$ cat config.mk
export PLATFORM = sky130hd
export DESIGN_NAME = char_lcd_nibble_write_sequencer_flat
export DESIGN_NICKNAME = d
export VERILOG_FILES = /design/src/hw/rtl/clcd_pkg.sv /design/src/hw/rtl/clcd_ifs.sv /design/src/hw/rtl/clcd_cfg_regs.sv /design/src/hw/rtl/clcd_seq_core.sv /design/src/hw/rtl/clcd_out_buf.sv /design/src/hw/rtl/char_lcd_nibble_write_sequencer.sv /design/src/flat_wrapper.sv
export SDC_FILE = /design/constraint.sdc
export NUM_CORES = 1
export LEC_CHECK = 0
export BUFFER_PORTS_ARGS = -buffer_cell sky130_fd_sc_hd__buf_2
export CORE_MARGIN = 2
export CORE_UTILIZATION = 49
export CTS_CLUSTER_DIAMETER = 40
export DETAILED_ROUTE_END_ITERATION = 10
export GPL_ROUTABILITY_DRIVEN = 0
export PLACE_DENSITY = 0.67
export SYNTH_ARGS = -nofsm -noshare
export SYNTH_HDL_FRONTEND = slang
export SYNTH_SLANG_ARGS = --single-unit
$ cat constraint.sdc
create_clock -name clk -period 7.1 [get_ports clk]
set_clock_uncertainty 0.15 [all_clocks]
set_input_delay 1.065 -clock clk [delete_from_list [all_inputs] [get_ports clk]]
set_output_delay 1.065 -clock clk [all_outputs]
set_load 0.05 [all_outputs]
$ cat src/hw/rtl/clcd_pkg.sv
// types and constants of the character lcd write sequencer
package clcd_pkg;

  localparam int CFG_IDX_W  = 8;
  localparam int CFG_DATA_W = 16;

  localparam logic [3:0] NIB_WAKE   = 4'h3;
  localparam logic [3:0] NIB_FOUR   = 4'h2;
  localparam logic [7:0] CLEAR_CODE = 8'h01;

  localparam logic [15:0] RST_ENABLE_HIGH = 16'd5;
  localparam logic [15:0] RST_ENABLE_LOW  = 16'd50;
  localparam logic [15:0] RST_CLEAR_WAIT  = 16'd2000;
  localparam logic [15:0] RST_POWER_UP    = 16'd5000;
  localparam logic [7:0]  RST_FUNC_SET    = 8'h2C;
  localparam logic [7:0]  RST_DISPLAY_ON  = 8'h0C;
  localparam logic [7:0]  RST_ENTRY_MODE  = 8'h06;
  localparam logic [7:0]  RST_HOME_ADDR   = 8'h80;

  typedef enum logic [CFG_IDX_W-1:0] {
    REG_ENABLE_HIGH = 8'd0,
    REG_ENABLE_LOW  = 8'd1,
    REG_CLEAR_WAIT  = 8'd2,
    REG_POWER_UP    = 8'd3,
    REG_FUNC_SET    = 8'd4,
    REG_DISPLAY_ON  = 8'd5,
    REG_ENTRY_MODE  = 8'd6,
    REG_HOME_ADDR   = 8'd7
  } cfg_reg_t;

  typedef enum logic [3:0] {
    PH_POWER        = 4'd0,
    PH_WAKE1        = 4'd1,
    PH_WAKE2        = 4'd2,
    PH_WAKE3        = 4'd3,
    PH_FOUR         = 4'd4,
    PH_FUNC         = 4'd5,
    PH_DISP         = 4'd6,
    PH_ENTRY        = 4'd7,
    PH_CLEAR        = 4'd8,
    PH_HOME         = 4'd9,
    PH_USER         = 4'd10,
    PH_INIT_CLRWAIT = 4'd11,
    PH_USER_CLRWAIT = 4'd12,
    PH_IDLE         = 4'd13
  } phase_t;

  typedef struct packed {
    logic [15:0] enable_high_ticks;
    logic [15:0] enable_low_ticks;
    logic [15:0] clear_wait_ticks;
    logic [15:0] power_up_ticks;
    logic [7:0]  function_set_code;
    logic [7:0]  display_on_code;
    logic [7:0]  entry_mode_code;
    logic [7:0]  home_address_code;
  } cfg_t;

  typedef struct packed {
    logic       cmd;
    logic       reg_select;
    logic [7:0] data_byte;
  } item_t;

  typedef struct packed {
    logic       enable_pin;
    logic       select_pin;
    logic [3:0] data_pins;
    logic       busy_res;
    logic       dropped;
  } result_t;

endpackage

$ cat src/hw/rtl/clcd_ifs.sv
// channel interfaces: input items, result items, register writes
interface clcd_in_if;
  logic       valid;
  logic       ready;
  logic       cmd;
  logic       reg_select;
  logic [7:0] data_byte;
  modport source (output valid, cmd, reg_select, data_byte, input ready);
  modport sink (input valid, cmd, reg_select, data_byte, output ready);
endinterface

interface clcd_out_if;
  logic       valid;
  logic       ready;
  logic       enable_pin;
  logic       select_pin;
  logic [3:0] data_pins;
  logic       busy_res;
  logic       dropped;
  modport source (output valid, enable_pin, select_pin, data_pins, busy_res, dropped,
                  input ready);
  modport sink (input valid, enable_pin, select_pin, data_pins, busy_res, dropped,
                output ready);
endinterface

interface clcd_cfg_if;
  logic                            valid;
  logic                            ready;
  logic [clcd_pkg::CFG_IDX_W-1:0]  index;
  logic [clcd_pkg::CFG_DATA_W-1:0] data;
  modport source (output valid, index, data, input ready);
  modport sink (input valid, index, data, output ready);
endinterface

$ cat src/hw/rtl/clcd_cfg_regs.sv
// configuration register bank with reset values
module clcd_cfg_regs (
  input  logic                            clk,
  input  logic                            rst,
  input  logic                            wr_en,
  input  logic [clcd_pkg::CFG_IDX_W-1:0]  wr_index,
  input  logic [clcd_pkg::CFG_DATA_W-1:0] wr_data,
  output clcd_pkg::cfg_t                  cfg
);

  always_ff @(posedge clk) begin
    if (rst) begin
      cfg.enable_high_ticks <= clcd_pkg::RST_ENABLE_HIGH;
      cfg.enable_low_ticks  <= clcd_pkg::RST_ENABLE_LOW;
      cfg.clear_wait_ticks  <= clcd_pkg::RST_CLEAR_WAIT;
      cfg.power_up_ticks    <= clcd_pkg::RST_POWER_UP;
      cfg.function_set_code <= clcd_pkg::RST_FUNC_SET;
      cfg.display_on_code   <= clcd_pkg::RST_DISPLAY_ON;
      cfg.entry_mode_code   <= clcd_pkg::RST_ENTRY_MODE;
      cfg.home_address_code <= clcd_pkg::RST_HOME_ADDR;
    end else if (wr_en) begin
      unique case (wr_index)
        clcd_pkg::REG_ENABLE_HIGH: cfg.enable_high_ticks <= wr_data;
        clcd_pkg::REG_ENABLE_LOW:  cfg.enable_low_ticks  <= wr_data;
        clcd_pkg::REG_CLEAR_WAIT:  cfg.clear_wait_ticks  <= wr_data;
        clcd_pkg::REG_POWER_UP:    cfg.power_up_ticks    <= wr_data;
        clcd_pkg::REG_FUNC_SET:    cfg.function_set_code <= wr_data[7:0];
        clcd_pkg::REG_DISPLAY_ON:  cfg.display_on_code   <= wr_data[7:0];
        clcd_pkg::REG_ENTRY_MODE:  cfg.entry_mode_code   <= wr_data[7:0];
        clcd_pkg::REG_HOME_ADDR:   cfg.home_address_code <= wr_data[7:0];
        default: ;
      endcase
    end
  end

endmodule

$ cat src/hw/rtl/clcd_seq_core.sv
// phase sequencer, countdown and pin state, one update per accepted item
module clcd_seq_core #(
  parameter int TIMER_BITS = 16
) (
  input  logic                clk,
  input  logic                rst,
  input  clcd_pkg::cfg_t      cfg,
  input  logic                accept,
  input  clcd_pkg::item_t     item,
  output clcd_pkg::result_t   res
);

  localparam int LW = (TIMER_BITS > 16) ? TIMER_BITS : 16;
  localparam logic [LW-1:0] TMAX = LW'({TIMER_BITS{1'b1}});

  // saturate a 16-bit setting to the timer width
  function automatic logic [TIMER_BITS-1:0] timer_load(input logic [15:0] v);
    logic [LW-1:0] ext;
    ext = LW'(v);
    return (ext > TMAX) ? TIMER_BITS'(TMAX) : TIMER_BITS'(ext);
  endfunction

  clcd_pkg::phase_t      phase, phase_next;
  logic [TIMER_BITS-1:0] countdown, countdown_next;
  logic [7:0]            held_byte, held_byte_next;
  logic                  held_select, held_select_next;
  logic                  second_nibble, second_nibble_next;
  logic                  enable_level, enable_level_next;
  logic [3:0]            nibble_out, nibble_out_next;

  logic                  do_start, do_pulse, do_clrwait, drop;
  clcd_pkg::phase_t      st_phase, cw_phase;
  logic [7:0]            st_byte;
  logic [3:0]            pulse_nib;
  logic [TIMER_BITS-1:0] cd_dec;

  always_ff @(posedge clk) begin
    if (rst) begin
      phase         <= clcd_pkg::PH_POWER;
      countdown     <= timer_load(clcd_pkg::RST_POWER_UP);
      held_byte     <= '0;
      held_select   <= 1'b0;
      second_nibble <= 1'b0;
      enable_level  <= 1'b0;
      nibble_out    <= '0;
    end else begin
      phase         <= phase_next;
      countdown     <= countdown_next;
      held_byte     <= held_byte_next;
      held_select   <= held_select_next;
      second_nibble <= second_nibble_next;
      enable_level  <= enable_level_next;
      nibble_out    <= nibble_out_next;
    end
  end

  always_comb begin
    phase_next         = phase;
    countdown_next     = countdown;
    held_byte_next     = held_byte;
    held_select_next   = held_select;
    second_nibble_next = second_nibble;
    enable_level_next  = enable_level;
    nibble_out_next    = nibble_out;
    do_start   = 1'b0;
    do_pulse   = 1'b0;
    do_clrwait = 1'b0;
    drop       = 1'b0;
    st_phase   = clcd_pkg::PH_IDLE;
    cw_phase   = clcd_pkg::PH_IDLE;
    st_byte    = '0;
    pulse_nib  = '0;
    cd_dec     = (countdown != '0) ? countdown - TIMER_BITS'(1) : '0;

    if (accept) begin
      if (item.cmd) begin
        if (phase != clcd_pkg::PH_IDLE) begin
          drop = 1'b1;
        end else begin
          do_start         = 1'b1;
          st_phase         = clcd_pkg::PH_USER;
          st_byte          = item.data_byte;
          held_select_next = item.reg_select;
        end
      end else if (phase != clcd_pkg::PH_IDLE) begin
        countdown_next = cd_dec;
        if (cd_dec == '0) begin
          if (enable_level) begin
            enable_level_next = 1'b0;
            countdown_next    = timer_load(cfg.enable_low_ticks);
          end else begin
            unique case (phase) inside
              clcd_pkg::PH_POWER: begin
                phase_next = clcd_pkg::PH_WAKE1;
                do_pulse   = 1'b1;
                pulse_nib  = clcd_pkg::NIB_WAKE;
              end
              clcd_pkg::PH_WAKE1: begin
                phase_next = clcd_pkg::PH_WAKE2;
                do_pulse   = 1'b1;
                pulse_nib  = clcd_pkg::NIB_WAKE;
              end
              clcd_pkg::PH_WAKE2: begin
                phase_next = clcd_pkg::PH_WAKE3;
                do_pulse   = 1'b1;
                pulse_nib  = clcd_pkg::NIB_WAKE;
              end
              clcd_pkg::PH_WAKE3: begin
                phase_next = clcd_pkg::PH_FOUR;
                do_pulse   = 1'b1;
                pulse_nib  = clcd_pkg::NIB_FOUR;
              end
              clcd_pkg::PH_FOUR: begin
                do_start         = 1'b1;
                st_phase         = clcd_pkg::PH_FUNC;
                st_byte          = cfg.function_set_code;
                held_select_next = 1'b0;
              end
              clcd_pkg::PH_INIT_CLRWAIT: begin
                do_start         = 1'b1;
                st_phase         = clcd_pkg::PH_HOME;
                st_byte          = cfg.home_address_code;
                held_select_next = 1'b0;
              end
              clcd_pkg::PH_USER_CLRWAIT: phase_next = clcd_pkg::PH_IDLE;
              clcd_pkg::PH_FUNC, clcd_pkg::PH_DISP, clcd_pkg::PH_ENTRY,
              clcd_pkg::PH_CLEAR, clcd_pkg::PH_HOME, clcd_pkg::PH_USER: begin
                if (!second_nibble) begin
                  second_nibble_next = 1'b1;
                  do_pulse           = 1'b1;
                  pulse_nib          = held_byte[3:0];
                end else begin
                  unique case (phase)
                    clcd_pkg::PH_FUNC: begin
                      do_start         = 1'b1;
                      st_phase         = clcd_pkg::PH_DISP;
                      st_byte          = cfg.display_on_code;
                      held_select_next = 1'b0;
                    end
                    clcd_pkg::PH_DISP: begin
                      do_start         = 1'b1;
                      st_phase         = clcd_pkg::PH_ENTRY;
                      st_byte          = cfg.entry_mode_code;
                      held_select_next = 1'b0;
                    end
                    clcd_pkg::PH_ENTRY: begin
                      do_start         = 1'b1;
                      st_phase         = clcd_pkg::PH_CLEAR;
                      st_byte          = clcd_pkg::CLEAR_CODE;
                      held_select_next = 1'b0;
                    end
                    clcd_pkg::PH_CLEAR: begin
                      do_clrwait = 1'b1;
                      cw_phase   = clcd_pkg::PH_INIT_CLRWAIT;
                    end
                    clcd_pkg::PH_HOME: phase_next = clcd_pkg::PH_IDLE;
                    default: begin
                      // end of a user transfer, a clear command adds its wait
                      held_select_next = 1'b0;
                      if (!held_select && held_byte == clcd_pkg::CLEAR_CODE) begin
                        do_clrwait = 1'b1;
                        cw_phase   = clcd_pkg::PH_USER_CLRWAIT;
                      end else begin
                        phase_next = clcd_pkg::PH_IDLE;
                      end
                    end
                  endcase
                end
              end
              default: phase_next = clcd_pkg::PH_IDLE;
            endcase
          end
        end
      end
    end

    if (do_start) begin
      phase_next         = st_phase;
      held_byte_next     = st_byte;
      second_nibble_next = 1'b0;
      do_pulse           = 1'b1;
      pulse_nib          = st_byte[7:4];
    end
    if (do_pulse) begin
      nibble_out_next   = pulse_nib;
      enable_level_next = 1'b1;
      countdown_next    = timer_load(cfg.enable_high_ticks);
    end
    if (do_clrwait) begin
      phase_next     = cw_phase;
      countdown_next = timer_load(cfg.clear_wait_ticks);
    end

    res.enable_pin = enable_level_next;
    res.select_pin = held_select_next;
    res.data_pins  = nibble_out_next;
    res.busy_res   = (phase_next != clcd_pkg::PH_IDLE);
    res.dropped    = drop;
  end

endmodule

$ cat src/hw/rtl/clcd_out_buf.sv
// two-entry result buffer: output register plus skid register
module clcd_out_buf (
  input  logic              clk,
  input  logic              rst,
  input  logic              push,
  input  clcd_pkg::result_t push_data,
  output logic              push_ready,
  output logic              out_valid,
  input  logic              out_ready,
  output clcd_pkg::result_t out_data
);

  logic              skid_valid;
  clcd_pkg::result_t skid_data;
  logic              take;

  assign push_ready = !skid_valid;
  assign take       = out_valid && out_ready;

  always_ff @(posedge clk) begin
    if (rst) begin
      out_valid  <= 1'b0;
      skid_valid <= 1'b0;
    end else if (take) begin
      if (skid_valid) begin
        skid_valid <= 1'b0;
      end else begin
        out_valid <= push;
      end
    end else if (push) begin
      if (!out_valid) begin
        out_valid <= 1'b1;
      end else begin
        skid_valid <= 1'b1;
      end
    end
  end

  always_ff @(posedge clk) begin
    if (take) begin
      out_data <= skid_valid ? skid_data : push_data;
    end else if (push && !out_valid) begin
      out_data <= push_data;
    end
    if (push && out_valid && !take) begin
      skid_data <= push_data;
    end
  end

endmodule

$ cat src/hw/rtl/char_lcd_nibble_write_sequencer.sv
// top level: 4-bit character lcd write sequencer
// Drives an HD44780-style character LCD over a 4-bit bus. Every input transaction is either
// one microsecond tick (cmd 0) or a byte write (cmd 1) with a register-select bit, and every
// input transaction yields exactly one result transaction that shows the pin levels, the busy
// flag and a dropped flag after that step. After reset the block runs the init sequence on
// ticks (power-up wait, nibble 3 three times, nibble 2, function set, display control, entry
// mode, clear plus clear wait, home address) and reports busy until it ends; writes that come
// in while busy are ignored and flagged as dropped. Bytes go out high nibble first, each with
// an enable pulse of enable_high_ticks high and enable_low_ticks low; a clear command adds
// clear_wait_ticks. Rate: one transaction per clock, sustained while the output channel takes
// results. The whole step is a single combinational update of the phase, countdown and pin
// registers, and its result reaches the output channel through the output buffer registers.
// The two-entry result buffer lets input flow while its skid register is free and stalls it once full.
// Configuration writes are taken every cycle and must only be issued while the block is idle.
module char_lcd_nibble_write_sequencer #(
  parameter int TIMER_BITS = 16
) (
  input logic        clk,
  input logic        rst,
  clcd_in_if.sink    in_ch,
  clcd_out_if.source out_ch,
  clcd_cfg_if.sink   cfg
);

  clcd_pkg::cfg_t    cfg_regs;
  clcd_pkg::item_t   item;
  clcd_pkg::result_t step_res;
  clcd_pkg::result_t out_res;
  logic              in_accept;
  logic              buf_ready;

  // register writes complete every cycle
  assign cfg.ready = 1'b1;

  clcd_cfg_regs u_regs (
    .clk      (clk),
    .rst      (rst),
    .wr_en    (cfg.valid),
    .wr_index (cfg.index),
    .wr_data  (cfg.data),
    .cfg      (cfg_regs)
  );

  assign item.cmd        = in_ch.cmd;
  assign item.reg_select = in_ch.reg_select;
  assign item.data_byte  = in_ch.data_byte;

  // input side stalls only when both buffer entries are taken
  assign in_ch.ready = buf_ready;
  assign in_accept   = in_ch.valid && buf_ready;

  clcd_seq_core #(
    .TIMER_BITS (TIMER_BITS)
  ) u_core (
    .clk    (clk),
    .rst    (rst),
    .cfg    (cfg_regs),
    .accept (in_accept),
    .item   (item),
    .res    (step_res)
  );

  clcd_out_buf u_obuf (
    .clk        (clk),
    .rst        (rst),
    .push       (in_accept),
    .push_data  (step_res),
    .push_ready (buf_ready),
    .out_valid  (out_ch.valid),
    .out_ready  (out_ch.ready),
    .out_data   (out_res)
  );

  assign out_ch.enable_pin = out_res.enable_pin;
  assign out_ch.select_pin = out_res.select_pin;
  assign out_ch.data_pins  = out_res.data_pins;
  assign out_ch.busy_res   = out_res.busy_res;
  assign out_ch.dropped    = out_res.dropped;

endmodule

$ cat src/flat_wrapper.sv
// flat-port wrapper written by rule: the top's interface ports become plain ports
module char_lcd_nibble_write_sequencer_flat 
#(
  parameter int TIMER_BITS = 16
)
  (clk, rst, in_ch_valid, in_ch_cmd, in_ch_reg_select, in_ch_data_byte, in_ch_ready, out_ch_valid, out_ch_enable_pin, out_ch_select_pin, out_ch_data_pins, out_ch_busy_res, out_ch_dropped, out_ch_ready, cfg_valid, cfg_index, cfg_data, cfg_ready);
  clcd_in_if in_ch_i ();
  clcd_out_if out_ch_i ();
  clcd_cfg_if cfg_i ();
  input logic clk;
  input logic rst;
  input wire logic [$bits(in_ch_i.valid)-1:0] in_ch_valid;
  input wire logic [$bits(in_ch_i.cmd)-1:0] in_ch_cmd;
  input wire logic [$bits(in_ch_i.reg_select)-1:0] in_ch_reg_select;
  input wire logic [$bits(in_ch_i.data_byte)-1:0] in_ch_data_byte;
  output wire logic [$bits(in_ch_i.ready)-1:0] in_ch_ready;
  output wire logic [$bits(out_ch_i.valid)-1:0] out_ch_valid;
  output wire logic [$bits(out_ch_i.enable_pin)-1:0] out_ch_enable_pin;
  output wire logic [$bits(out_ch_i.select_pin)-1:0] out_ch_select_pin;
  output wire logic [$bits(out_ch_i.data_pins)-1:0] out_ch_data_pins;
  output wire logic [$bits(out_ch_i.busy_res)-1:0] out_ch_busy_res;
  output wire logic [$bits(out_ch_i.dropped)-1:0] out_ch_dropped;
  input wire logic [$bits(out_ch_i.ready)-1:0] out_ch_ready;
  input wire logic [$bits(cfg_i.valid)-1:0] cfg_valid;
  input wire logic [$bits(cfg_i.index)-1:0] cfg_index;
  input wire logic [$bits(cfg_i.data)-1:0] cfg_data;
  output wire logic [$bits(cfg_i.ready)-1:0] cfg_ready;
  assign in_ch_i.valid = in_ch_valid;
  assign in_ch_i.cmd = in_ch_cmd;
  assign in_ch_i.reg_select = in_ch_reg_select;
  assign in_ch_i.data_byte = in_ch_data_byte;
  assign in_ch_ready = in_ch_i.ready;
  assign out_ch_valid = out_ch_i.valid;
  assign out_ch_enable_pin = out_ch_i.enable_pin;
  assign out_ch_select_pin = out_ch_i.select_pin;
  assign out_ch_data_pins = out_ch_i.data_pins;
  assign out_ch_busy_res = out_ch_i.busy_res;
  assign out_ch_dropped = out_ch_i.dropped;
  assign out_ch_i.ready = out_ch_ready;
  assign cfg_i.valid = cfg_valid;
  assign cfg_i.index = cfg_index;
  assign cfg_i.data = cfg_data;
  assign cfg_ready = cfg_i.ready;
  char_lcd_nibble_write_sequencer #(.TIMER_BITS(TIMER_BITS)) u_core (.clk(clk), .rst(rst), .in_ch(in_ch_i), .out_ch(out_ch_i), .cfg(cfg_i));
endmodule
-- After elaboration in Yosys (flattened, before gate mapping)
Index checks and enable logic that the tools add are counted.
- flip-flop bits (word level): 133
- word-level logic and storage cells: 200
- output and inout port bits: 11
- bits of input ports: 39
- $add $sub $neg: 1
- reduce and logical (&&, ||, !) cells: 39
- magnitude comparators: 3
- eq/ne operators: 22
- bitwise logic cells: 2
- muxes and demuxes: 107
- operators with widths (operator ; count):
    $mux W16 ; 11
    $mux W4 ; 27
    $mux W8 ; 10
    $gt A16 B16 Y1 const B ; 3
    $pmux W8 S3 ; 2
    $mux W1 ; 43
    $pmux W4 S3 ; 3
    $eq A8 B3 Y1 const B ; 4
    $pmux W4 S6 ; 1
    $reduce_and A2 Y1 ; 9
    $eq A4 B3 Y1 const B ; 4
    $eq A4 B4 Y1 const B ; 4
    $eq A8 B1 Y1 const B ; 2
    $logic_not A16 Y1 ; 1
    $reduce_bool A16 Y1 ; 1
    $sub A16 B1 Y16 const B ; 1
    $mux W3 ; 4
    $reduce_or A4 Y1 ; 3
    $eq A4 B2 Y1 const B ; 2
    $eq A8 B2 Y1 const B ; 1
    $logic_not A8 Y1 ; 1
    $ne A4 B4 Y1 const B ; 2
    $pmux W1 S2 ; 4
    $pmux W4 S2 ; 1
    other kinds (15) ; 30

-- Depth between registers and ports, before layout
Gate-level depths: netlist of the first run.
- word-level depth: 16
- depth in mapped cells: 13

-- Cells and area by module
From an unflattened synthesis of the first run, not the netlist that was laid out.
- cells, all modules: 816
- area, all modules: 7636.1 sq um
- by module, submodules not included (module ; seq. area each (sq um) ; area each (sq um) ; times used ; cells an instance):
    clcd_cfg_regs ; 1921.8 ; 3990.1 ; 1 ; 355
    clcd_seq_core ; 700.7 ; 2954.1 ; 1 ; 423
    clcd_out_buf ; 520.5 ; 674.4 ; 1 ; 35
    char_lcd_nibble_write_sequencer ; 0.0 ; 17.5 ; 1 ; 3

-- Least setup slack after synthesis of the first run
OpenSTA, ideal clock, no wires.
- path kind: input to register
- from: in in_ch_valid
- to: reg u_core.u_obuf.out_data[5] (netlist bit) (data pin)
- arrival: 2.897 ns
- buffers on the path: 2
- cell stages on the path: 10
- path slack: 3.793 ns
- path through: nor2b_1 -> nand2b_1 -> buf_1 -> nor3_1 -> nand4_1 -> o21a_2 -> and2_4 -> buf_6 -> a221o_1 -> mux2_2
- RTL lines (what ; RTL line ; RTL):
    start: declaration ; flat_wrapper.sv:12 ; input wire logic [$bits(in_ch_i.valid)-1:0] in_ch_valid;
    end signal: assignment ; clcd_out_buf.sv:41 ; out_data <= skid_valid ? skid_data : push_data;
    end signal: assignment ; clcd_out_buf.sv:43 ; out_data <= push_data;
    end: declaration ; clcd_out_buf.sv:10 ; output clcd_pkg::result_t out_data

-- Worst setup path in the final report of the first run
- from: reg u_core.u_core.countdown[0]
- to: reg u_core.u_core.countdown[8]
- cells in the longest elaborated chain, start to end: 10
- elaborated cells on any way between the ends: 28
- ends and longest elaborated chain (what ; RTL line ; RTL):
    start: declaration ; clcd_seq_core.sv:24 ; logic [TIMER_BITS-1:0] countdown, countdown_next;
    start signal: assignment ; clcd_seq_core.sv:40 ; countdown <= timer_load(clcd_pkg::RST_POWER_UP);
    start signal: assignment ; clcd_seq_core.sv:48 ; countdown <= countdown_next;
    $sub A16 B1 Y16 or $reduce_bool A16 Y1 (tied branches) ; clcd_seq_core.sv:73 ; cd_dec = (countdown != '0) ? countdown - TIMER_BITS'(1) : '0;
    $mux W16 * ; clcd_seq_core.sv:73 ;
    $logic_not A16 Y1 ; clcd_seq_core.sv:87 ; if (cd_dec == '0) begin
    $mux W1 ; clcd_seq_core.sv:87 ;
    $mux W1 ; clcd_seq_core.sv:85 ; end else if (phase != clcd_pkg::PH_IDLE) begin
    $mux W1 ; clcd_seq_core.sv:76 ; if (item.cmd) begin
    $mux W1 ; clcd_seq_core.sv:75 ; if (accept) begin
    $mux W1 ; clcd_seq_core.sv:177 ; if (do_start) begin
    $ne A3 B1 Y1 (no source line) (tied with other cells) ; - ;
    $reduce_and A3 Y1 (no source line) or $mux W16 (tied branches) ; - ;
Every way passes the cells marked *; elsewhere a longest branch is shown, timed or not. The select of a mux whose other input is x is not followed.
A chain may end at the register's enable or synchronous reset.

==> results of run 1 <==
per-stage QoR:
stage | std cells | total power [mW] | util | area [um2] | hold slack, ps
after floorplan | 813 | 0.886 | - | 6860 | 281
after global placement | 988 | 0.922 | 0.514 | 7080 | 295
after detailed placement | 988 | 0.925 | 0.514 | 7080 | 297
after CTS | 1017 | 1.76 | 0.555 | 7640 | 304
after global routing | 1017 | 1.80 | 0.555 | 7640 | 322
final | 1017 | 1.74 | 0.555 | 7640 | 306
how the worst min path moves through the flow:
stage,slack [ps],cells past startpoint,startpoint,endpoint
after global routing,320,2,u_core.u_regs.cfg[94],u_core.u_regs.cfg[94]
after detailed placement,300,2,u_core.u_regs.cfg[94],u_core.u_regs.cfg[94]
after floorplan,280,2,u_core.u_core.held_byte[4],u_core.u_core.held_byte[4]
final,310,2,u_core.u_regs.cfg[94],u_core.u_regs.cfg[94]
after global placement,300,2,u_core.u_regs.cfg[53],u_core.u_regs.cfg[53]
after CTS,300,2,u_core.u_regs.cfg[94],u_core.u_regs.cfg[94]
power by group through the flow:
stage	Clock, mW	Combinational, mW	Sequential, mW
floorplan	0	0.0791	0.807
global placement	0	0.120	0.801
detailed placement	0	0.122	0.802
CTS	0.846	0.123	0.786
global route	0.880	0.134	0.788
finish	0.834	0.124	0.787
routing by layer:
layer | GRT usage | routed length, um | up-vias
met5 | 0 | 0 | -
met1 | 0.359 | 8590 | 2944
met2 | 0.389 | 8290 | 230
li1 | - | - | 2942
met3 | 0.0488 | 1270 | 37
met4 | 0.116 | 473 | 0
synth_stat cells (all sizes together) (3+ instances only):
library cell / n
or3: 4
and3: 5
inv: 13
nor3b: 3
o211ai: 3
nand3b: 7
nand4b: 4
edfxtp: 16
dfxtp: 117
nand4: 15
mux2i: 47
nor2b: 8
and2: 11
a31oi: 4
buf: 15
a221oi: 7
a22oi: 13
xor2: 6
clkbuf: 40
a21o: 13
nor2: 81
nor3: 29
a21oi: 57
a311oi: 12
nor4: 10
or4: 6
a41oi: 8
mux2: 5
a22o: 4
o21a: 4
nand3: 24
o31ai: 4
o21ai: 22
nand2b: 8
nand2: 149
o21bai: 4
worst max-delay path: cells and delay by family, from the launching register on:
kind / cells / cell delay, ps
flops: 1 / 380
buf+inv: 1 / 90
fa+ha+maj: 1 / 290
simple gates: 4 / 1860
compound gates: 4 / 1420
sequential cells by signal, indices dropped and copies added, names as in the netlist:
register                     cells
u_core.u_obuf.skid_valid         1
u_core.u_core.enable_level       1
u_core.u_obuf.skid_data          8
u_core.u_obuf.out_valid          1
u_core.u_core.phase              4
u_core.u_regs.cfg               80
u_core.u_core.countdown         16
u_core.u_core.second_nibble      1
u_core.u_core.nibble_out         4
u_core.u_core.held_byte          8
u_core.u_obuf.out_data           8
u_core.u_core.held_select        1
layout make-up:
type,instances,area share
multi-input cells,612,0.488
flip-flops and latches,133,0.369
clock buffers,26,0.0683
repair buffers,50,0.0334
well taps,180,0.0295
inverters,13,0.00639
clock inverters,3,0.00524
kinds of logic (layout without fill, tap and decap cells):
logic type,after synthesis,in the layout
AOI/OAI and AO/OA,177,177
muxes,52,52
buffers and inverters,68,92
other,1,1
adders and majority gates,1,1
and+or+nand+nor,373,373
xor gates and xnor gates,8,8
DFF,133,133
==> run metrics, run 1 <==
status finished, final reports clean; Synth Area in Compound Gates 0.178; Setup crit end u_core.u_core.countdown[8]; HP Class reg2reg; commonest cells after routing, fill and taps aside nand2_1 (149), dfxtp_1 (117), nor2_1 (81); PwrDens 228 nW/um2; top cells by area, synth dfxtp_1 (34%), nand2_1 (8.2%), edfxtp_1 (7.0%), mux2i_1 (6.9%), nor2_1 (4.4%); Slew Limit Fails 0; CP Launch Type register; critical path startpoint u_core.u_core.countdown[0]; Cells after Synth 813; # IOs 50; drt drc 0; fin nets 867; DIE HEIGHT 122 um; XOR/XNOR Fraction of Synth Area 0.0102; largest family of logic cells by synthesized area simple AND/OR/NAND/NOR gates; Critical Path, Cell by Cell inv_1, ha_1, or3b_1, nor3_1, a21boi_2, a41oi_2, o21a_2, nand2_1, and4_1, o31ai_1; Crit Path Max Fanout 32; clock share of power 0.478; Post-Place Setup Slack 2890 ps; # resized after CTS 0; Die X 122 um; Net Count, Synth 853; Filler cells 1309; CTS Buf Count 17; initial antenna violation count 0; vias in the first global route 5710; commonest non-fill, non-tap cell in the layout nand2_1; final hold violations 0; synth unique cells 83; num rows 43; power share of the combinational group 0.071; sw frac 0.227; DRT Wirelength 18600 um; cell area after synthesis 6860 um2; worst vdd rail ir drop 135 uV; R2R depth 10; drt first pass iters 5; Antenna Nets Post-Route 0; flip-flop and latch area 2820 um2; global route total overflow 0; Area growth syn-to-layout 11.4%; Worst R2R Start u_core.u_core.countdown[0]; yosys warns 0; post-CTS setup buffer count 0; Final period util 0.602; max cap viols 0; PortBufs 48; CTS root buffer clkbuf_16; mux share of post-synthesis cell area 0.0768; post-synthesis register bit count 133; CTS sink cnt 133; share of cells above drive strength 1 0.125; Synth Area in Adders 0.00182; Avg Cell Area, Syn 8.44 um2; hpwl dp 12800 um; Clock transition at path regs 50 ps; Lkg Pwr 3.09 nW; Clock Latency Late Sink 420 ps; f_max 0.234 GHz; First DRT Iteration DRCs 455; largest net degree at the start of global routing 94; setup TNS 0 ps; RSZ-0062 raised after global routing false; Total GRT Usage 0.258; CP Class reg2reg; Synth async-reset ratio 0; Int Pwr 1.35 mW; WP data required 7280 ps; Worst Path Arrival 4460 ps; sequential share of the synthesized area 0.412; Routed wire per std cell 18.3 um; Initial Util 0.498; Clock Path Buffers 2; flop2flop setup slack 2830 ps; CP max stage delay 680 ps; via/cell ratio 6.05; Seq pwr share 0.451; area of the multi-input gates 3730 um2; global-route wire length before repair 29800 um; Die ar. 15000 um2; max_slew headroom 0.168; Post-synth EDFFs 16; top cell type's share of synthesized area 0.341; CTS tree yes; most used flip-flop cell after synthesis dfxtp_1; Slowest cell on crit path nand2_1; Synth Area in Simple Gates 0.274; Synth area leader dfxtp_1; final worst setup slack 2830 ps; # diodes 0; Worst-Margin Slew 1240 ps; Setup Viol. Count Final 0; Sw Pwr 0.396 mW; R2R Path End u_core.u_core.countdown[8]; Final min period 4270 ps; total number of vias 6153; crit end category register; Post-CTS Hold Buffers 0; core area 13800 um2; H-tree levels 4
No activity file was read; power rests on OpenSTA's default activity.
==> run 2, diff against run 1 <==
Settings changed: ABC_AREA set to 1, PLACE_DENSITY 0.67 to 0.7.
Clock period 7.1 ns to 3.6 ns, I/O delays scaled along.
==> run metrics, run 2 <==
status finished, final reports clean; most used flip-flop cell after synthesis dfxtp_1; cell area after synthesis 6790 um2 (-1.1%); R2R Path End u_core.u_obuf.out_data[5]; Net Count, Synth 1023 (+20%); Crit Path Max Fanout 20 (-38%); First DRT Iteration DRCs 601 (+32%); final worst setup slack 337 ps (-2490 ps); commonest non-fill, non-tap cell in the layout nand2_1; Worst-Margin Slew 691 ps (-551 ps); R2R depth 19 (+9); Synth area leader dfxtp_1; Initial Util 0.506 (+0.00835); global-route wire length before repair 30400 um (+2.2%); Cells after Synth 983 (+21%); post-route cell area 7800 um2 (+2.0%); # diodes 0 (unchanged); Post-synth EDFFs 16 (unchanged); largest net degree at the start of global routing 47 (-50%); synth cell count leaders nand2_1 (231), nor2_1 (152), dfxtp_1 (117); WP data required 3630 ps (-3650 ps); # IOs 50 (unchanged); post-synthesis register bit count 133 (unchanged); crit end category register; Total GRT Usage 0.265 (+0.00648); Die ar. 14800 um2 (-1.0%); PwrDens 481 nW/um2 (+110%); Post-Place Setup Slack 167 ps (-2720 ps); Worst Path Arrival 3290 ps (-1170 ps); Setup Viol. Count Final 0 (unchanged); Synth async-reset ratio 0 (unchanged); share of cells above drive strength 1 0.136 (+0.0107); CP max stage delay 330 ps (-350 ps); Die X 122 um (-0.52%); Top Registers u_core.u_regs.cfg x80, u_core.u_core.countdown x16; max cap viols 0 (unchanged); PortBufs 48 (unchanged); commonest cells after routing, fill and taps aside nand2_1 (231), nor2_1 (152), dfxtp_1 (117); HP Class in2reg; Placed Area 7190 um2 (+1.6%); sequential share of the synthesized area 0.416 (+0.00448); Slew Limit Fails 0 (unchanged); WHS 193 ps (-113 ps); flop2flop setup slack 340 ps (-2490 ps); max_slew headroom 0.539 (+0.370); Antenna Nets Post-Route 0 (unchanged); initial antenna violation count 0 (unchanged); fin nets 1070 (+23%); Slowest cell on crit path dfxtp_1; Routed wire per std cell 15.5 um (-15%); DRT Wirelength 18900 um (+1.7%); synth unique cells 45 (-46%); max reg flops 80 (unchanged); worst vdd rail ir drop 306 uV (+130%); Area growth syn-to-layout 14.9%; Lkg Pwr 3.54 nW (+14%); top cells by area, synth dfxtp_1 (35%), nand2_1 (13%), nor2_1 (8.4%), edfxtp_1 (7.1%), o21ai_0 (6.6%); CP Class reg2reg; drt first pass iters 5 (unchanged); CTS sink cnt 133 (unchanged); largest register by flop count u_core.u_regs.cfg; final hold violations 0 (unchanged); critical path startpoint u_core.u_core.countdown[0]; Clock Latency Late Sink 420 ps (about the same); Clock transition at path regs 60 ps (about the same); Final period util 0.906 (+0.304); H-tree levels 4 (unchanged); Critical Path, Cell by Cell inv_2, ha_1, nand2_2, nor2_4, nand2_4, nand3_1, nand2_1, nor2_2, nand4_1, nand2_1, nand2_4, buf_4, clkinv_1, o21ai_1, o21ai_0, nor2_1, nand2_1, o21ai_1, inv_1; post-layout util 0.582 (+0.0271); CTS root buffer clkbuf_16; Avg Cell Area, Syn 6.90 um2 (-18%); cell repeated most along the worst path nand2_1; global route total overflow 0 (unchanged); top cell type's share of synthesized area 0.345 (+0.00372); drt drc 0 (unchanged); most numerous cell in the Yosys netlist nand2_1; RSZ-0062 raised after global routing true; Setup crit end u_core.u_obuf.out_data[5]; total number of vias 6672 (+8.4%); core area 13400 um2 (-2.7%); f_max 0.306 GHz (+31%); num rows 42 (-2.3%); Final min period 3260 ps (-1010 ps); hpwl dp 13600 um (+6.6%); Clock Path Buffers 2 (unchanged); Worst R2R Start u_core.u_core.countdown[0]; DIE HEIGHT 122 um (-0.52%); yosys warns 0 (unchanged); CP Launch Type register; via/cell ratio 5.47 (-9.5%); Filler cells 1326 (+1.3%); CTS Buf Count 17 (unchanged); vias in the first global route 5978 (+4.7%); post-CTS setup buffer count 0 (unchanged); CTS tree yes
run 2: cell types whose count changed after synthesis, sizes merged, moves of 23 or more:
cell	change
nand3	+46
inv	+73
nor2	+81
nor3	-23
o21ai	+90
nand2	+92
mux2i	-47
run 2: worst min path at each step:
stage | cells after the start | slack (ps) | endpoint | startpoint
floorplan | 2 | 280 | u_core.u_regs.cfg[7] | u_core.u_regs.cfg[7]
global placement | 2 | 290 | u_core.u_regs.cfg[7] | u_core.u_regs.cfg[7]
detailed placement | 2 | 300 | u_core.u_regs.cfg[7] | u_core.u_regs.cfg[7]
CTS | 3 | 180 | u_core.u_regs.cfg[57] | cfg_data[9]
global route | 3 | 230 | u_core.u_regs.cfg[58] | cfg_data[10]
finish | 3 | 190 | u_core.u_regs.cfg[57] | cfg_data[9]
run 2: kinds of logic after synthesis:
group,share of synthesized area
other,0.000553
XOR/XNOR,0.00258
AO/OA/AOI/OAI,0.177
flip-flops,0.416
adder cells (fa/ha/maj),0.00184
AND/OR/NAND/NOR,0.319
buffers and inverters,0.0835
run 2: area by class of cell:
type / count / area (um2) / share of cell area
repair buffers: 68 / 403 / 0.0517
flip-flops and latches: 133 / 2820 / 0.362
clock inverters: 9 / 125 / 0.0160
clock buffers: 23 / 468 / 0.0600
inverters: 93 / 349 / 0.0448
well taps: 176 / 220 / 0.0282
multi-input cells: 717 / 3410 / 0.437
run 2: layer usage:
| layer | track usage | part of all wire |
|---|---|---|
| met1 | 0.383 | 0.47 |
| met2 | 0.391 | 0.43 |
| met3 | 0.0506 | 0.078 |
| met4 | 0.102 | 0.020 |
| met5 | 0 | 0 |
run 2: report_power, final:
group	internal (mW)	total (mW)	switching (mW)	leakage, nW
clock	1.12	1.75	0.634	0.295
combinational	0.130	0.420	0.290	2.14
sequential	1.54	1.58	0.0345	1.10
run 2: critical path, delay by kind of cell, from the launching register on:
kind	cells	cell delay [ps]
and+or+nand+nor	11	1470
adders and majority gates	1	230
buffers and inverters	4	430
AOI/OAI and AO/OA	3	390
DFF	1	330
run 2: what timing repair did:
| item | 4_1_cts | 5_1_grt |
|---|---|---|
| gates resized for setup | 0 | 3 |
| setup endpoints to repair | 0 | 12 |
| hold buffers | 0 | 0 |
run 2: per-stage QoR:
| step | std cells | power [mW] | TNS (ps) |
|---|---|---|---|
| after floorplan | 983 | 1.90 | 0 |
| after global placement | 1187 | 2.02 | 0 |
| after detailed placement | 1187 | 2.02 | 0 |
| after CTS | 1219 | 3.76 | 0 |
| after global routing | 1219 | 3.89 | -4.98 |
| final | 1219 | 3.75 | 0 |
==> run 3, diff against run 2 <==
Settings changed: RECOVER_POWER set to 50.
==> run metrics, run 3 (synthesis gave the netlist of run 2 again) <==
status finished, final reports clean; # IOs 50 (unchanged); total number of vias 6698 (+0.39%); Total GRT Usage 0.265 (unchanged); WHS 193 ps (+0.0660 ps); CP Launch Type register; power share of the combinational group 0.111 (about the same); # diodes 0 (unchanged); CTS root buffer clkbuf_16; CTS Buf Count 17 (unchanged); Top Registers u_core.u_regs.cfg x80, u_core.u_core.countdown x16; Die ar. 14800 um2 (unchanged); drt first pass iters 8 (+3); DRT Wirelength 19000 um (+0.29%); largest register by flop count u_core.u_regs.cfg; worst vdd rail ir drop 307 uV (+0.55%); post-layout util 0.579 (-0.00271); GRT busiest layer met2; Filler cells 1332 (+0.45%); via/cell ratio 5.49 (+0.39%); share of cells above drive strength 1 0.118 (-0.0182); R2R depth 16 (-3); Antenna Nets Post-Route 0 (unchanged); Clock Path Buffers 2 (unchanged); Setup Viol. Count Final 0 (unchanged); Initial Util 0.506 (unchanged); flip-flop and latch area 2820 um2 (unchanged); max cap viols 0 (unchanged); H-tree levels 4 (unchanged); final hold violations 0 (unchanged); Sw Pwr 0.965 mW (+0.69%); CTS sink cnt 133 (unchanged); Hold Crit Depth 3 (unchanged); fin nets 1070 (unchanged); Lkg Pwr 3.49 nW (-1.5%); Seq pwr share 0.420 (about the same); Slew Limit Fails 0 (unchanged); setup TNS 0 ps (unchanged); hpwl dp 13600 um (unchanged); num rows 42 (unchanged); DIE HEIGHT 122 um (unchanged); sw frac 0.257 (+0.00164); max reg flops 80 (unchanged); Worst-Margin Slew 1240 ps (+554 ps); HP Class in2reg; First DRT Iteration DRCs 610 (+1.5%); Final period util 0.910 (+0.00351); drt drc 0 (unchanged); Clock transition at path regs 60 ps (about the same); WP data required 3800 ps (+170 ps); area of the multi-input gates 3410 um2 (unchanged); global route total overflow 0 (unchanged); Routed wire per std cell 15.6 um (+0.29%); clock share of power 0.469 (about the same); Clock Latency Late Sink 430 ps (about the same); initial antenna violation count 0 (unchanged); Worst Path Arrival 3470 ps (+180 ps); core area 13400 um2 (unchanged); commonest cells after routing, fill and taps aside nand2_1 (231), nor2_1 (152), dfxtp_1 (117); Area growth syn-to-layout 14.4%; largest net degree at the start of global routing 47 (unchanged); vias in the first global route 5978 (unchanged); Crit Path Max Fanout 20 (unchanged); Final min period 3280 ps (+12.6 ps); CTS tree yes; Int Pwr 2.79 mW (-0.17%); met2 usage 0.391 (unchanged); Power Total 3.75 mW (about the same); grt met1 use 0.383 (unchanged); met3 Use GR 0.0506 (unchanged); PortBufs 48 (unchanged); PwrDens 483 nW/um2 (+0.52%); CP Class reg2reg; global-route wire length before repair 30400 um (unchanged); max_slew headroom 0.169 (-0.369); crit end category register; f_max 0.305 GHz (-0.39%); Die X 122 um (unchanged); commonest non-fill, non-tap cell in the layout nand2_1; RSZ-0062 raised after global routing true
## run 3: power groups by stage
stage / clock (mW) / combinational [mW] / sequential, mW
2_1_floorplan: 0 / 0.271 / 1.63
3_3_place_gp: 0 / 0.410 / 1.61
3_5_place_dp: 0 / 0.411 / 1.61
4_1_cts: 1.77 / 0.414 / 1.58
5_1_grt: 1.84 / 0.461 / 1.58
6_report: 1.76 / 0.415 / 1.58
## run 3: final cells by class
type | instances | area share
tap | 176 | 0.0284
timing repair buffer | 68 | 0.0472
clock buffer | 23 | 0.0603
sequential | 133 | 0.364
inverter | 93 | 0.0450
clock inverter | 9 | 0.0161
multi-input combinational | 717 | 0.439
## run 3: timing repair
item	in CTS	in global routing
endpoints found under the setup margin	0	12
resized for setup	0	3
hold buffers	0	0
buffers inserted	0	0
## run 3: metal layers
layer / vias to the layer above / part of all wire
met4: 0 / 0.022
met2: 293 / 0.43
met5: - / 0
met3: 36 / 0.077
met1: 3031 / 0.47
li1: 3338 / -
## run 3: worst max-delay path: stages (launching register included)
cell,delay [ps]
dfxtp_1,350
nor2_1,230
nand2_1,130
nor2_1,240
nand2_4,220
nand3_1,230
nand2_1,80
nor2_2,140
nand2_2,110
nor2_8,180
nand4_4,160
nand2_2,120
inv_2,120
nand2_2,300
buf_12,190
o21ai_0,80
a21oi_1,170
## run 3: through the flow
stage | setup slack, ps | area [um2] | std cells
after floorplan | 910 | 6790 | 983
after global placement | 330 | 7190 | 1187
after detailed placement | 167 | 7190 | 1187
after CTS | 142 | 7780 | 1219
after global routing | -4.98 | 7760 | 1219
final | 324 | 7760 | 1219
## run 3: path summary, 6_finish.rpt
path,from,to,slack [ps]
min reg2reg,u_core.u_regs.cfg[29],u_core.u_regs.cfg[29],320
max reg2reg,u_core.u_core.countdown[8],u_core.u_core.countdown[15],320
max,u_core.u_core.countdown[8],u_core.u_core.countdown[15],320
min,cfg_data[9],u_core.u_regs.cfg[57],190
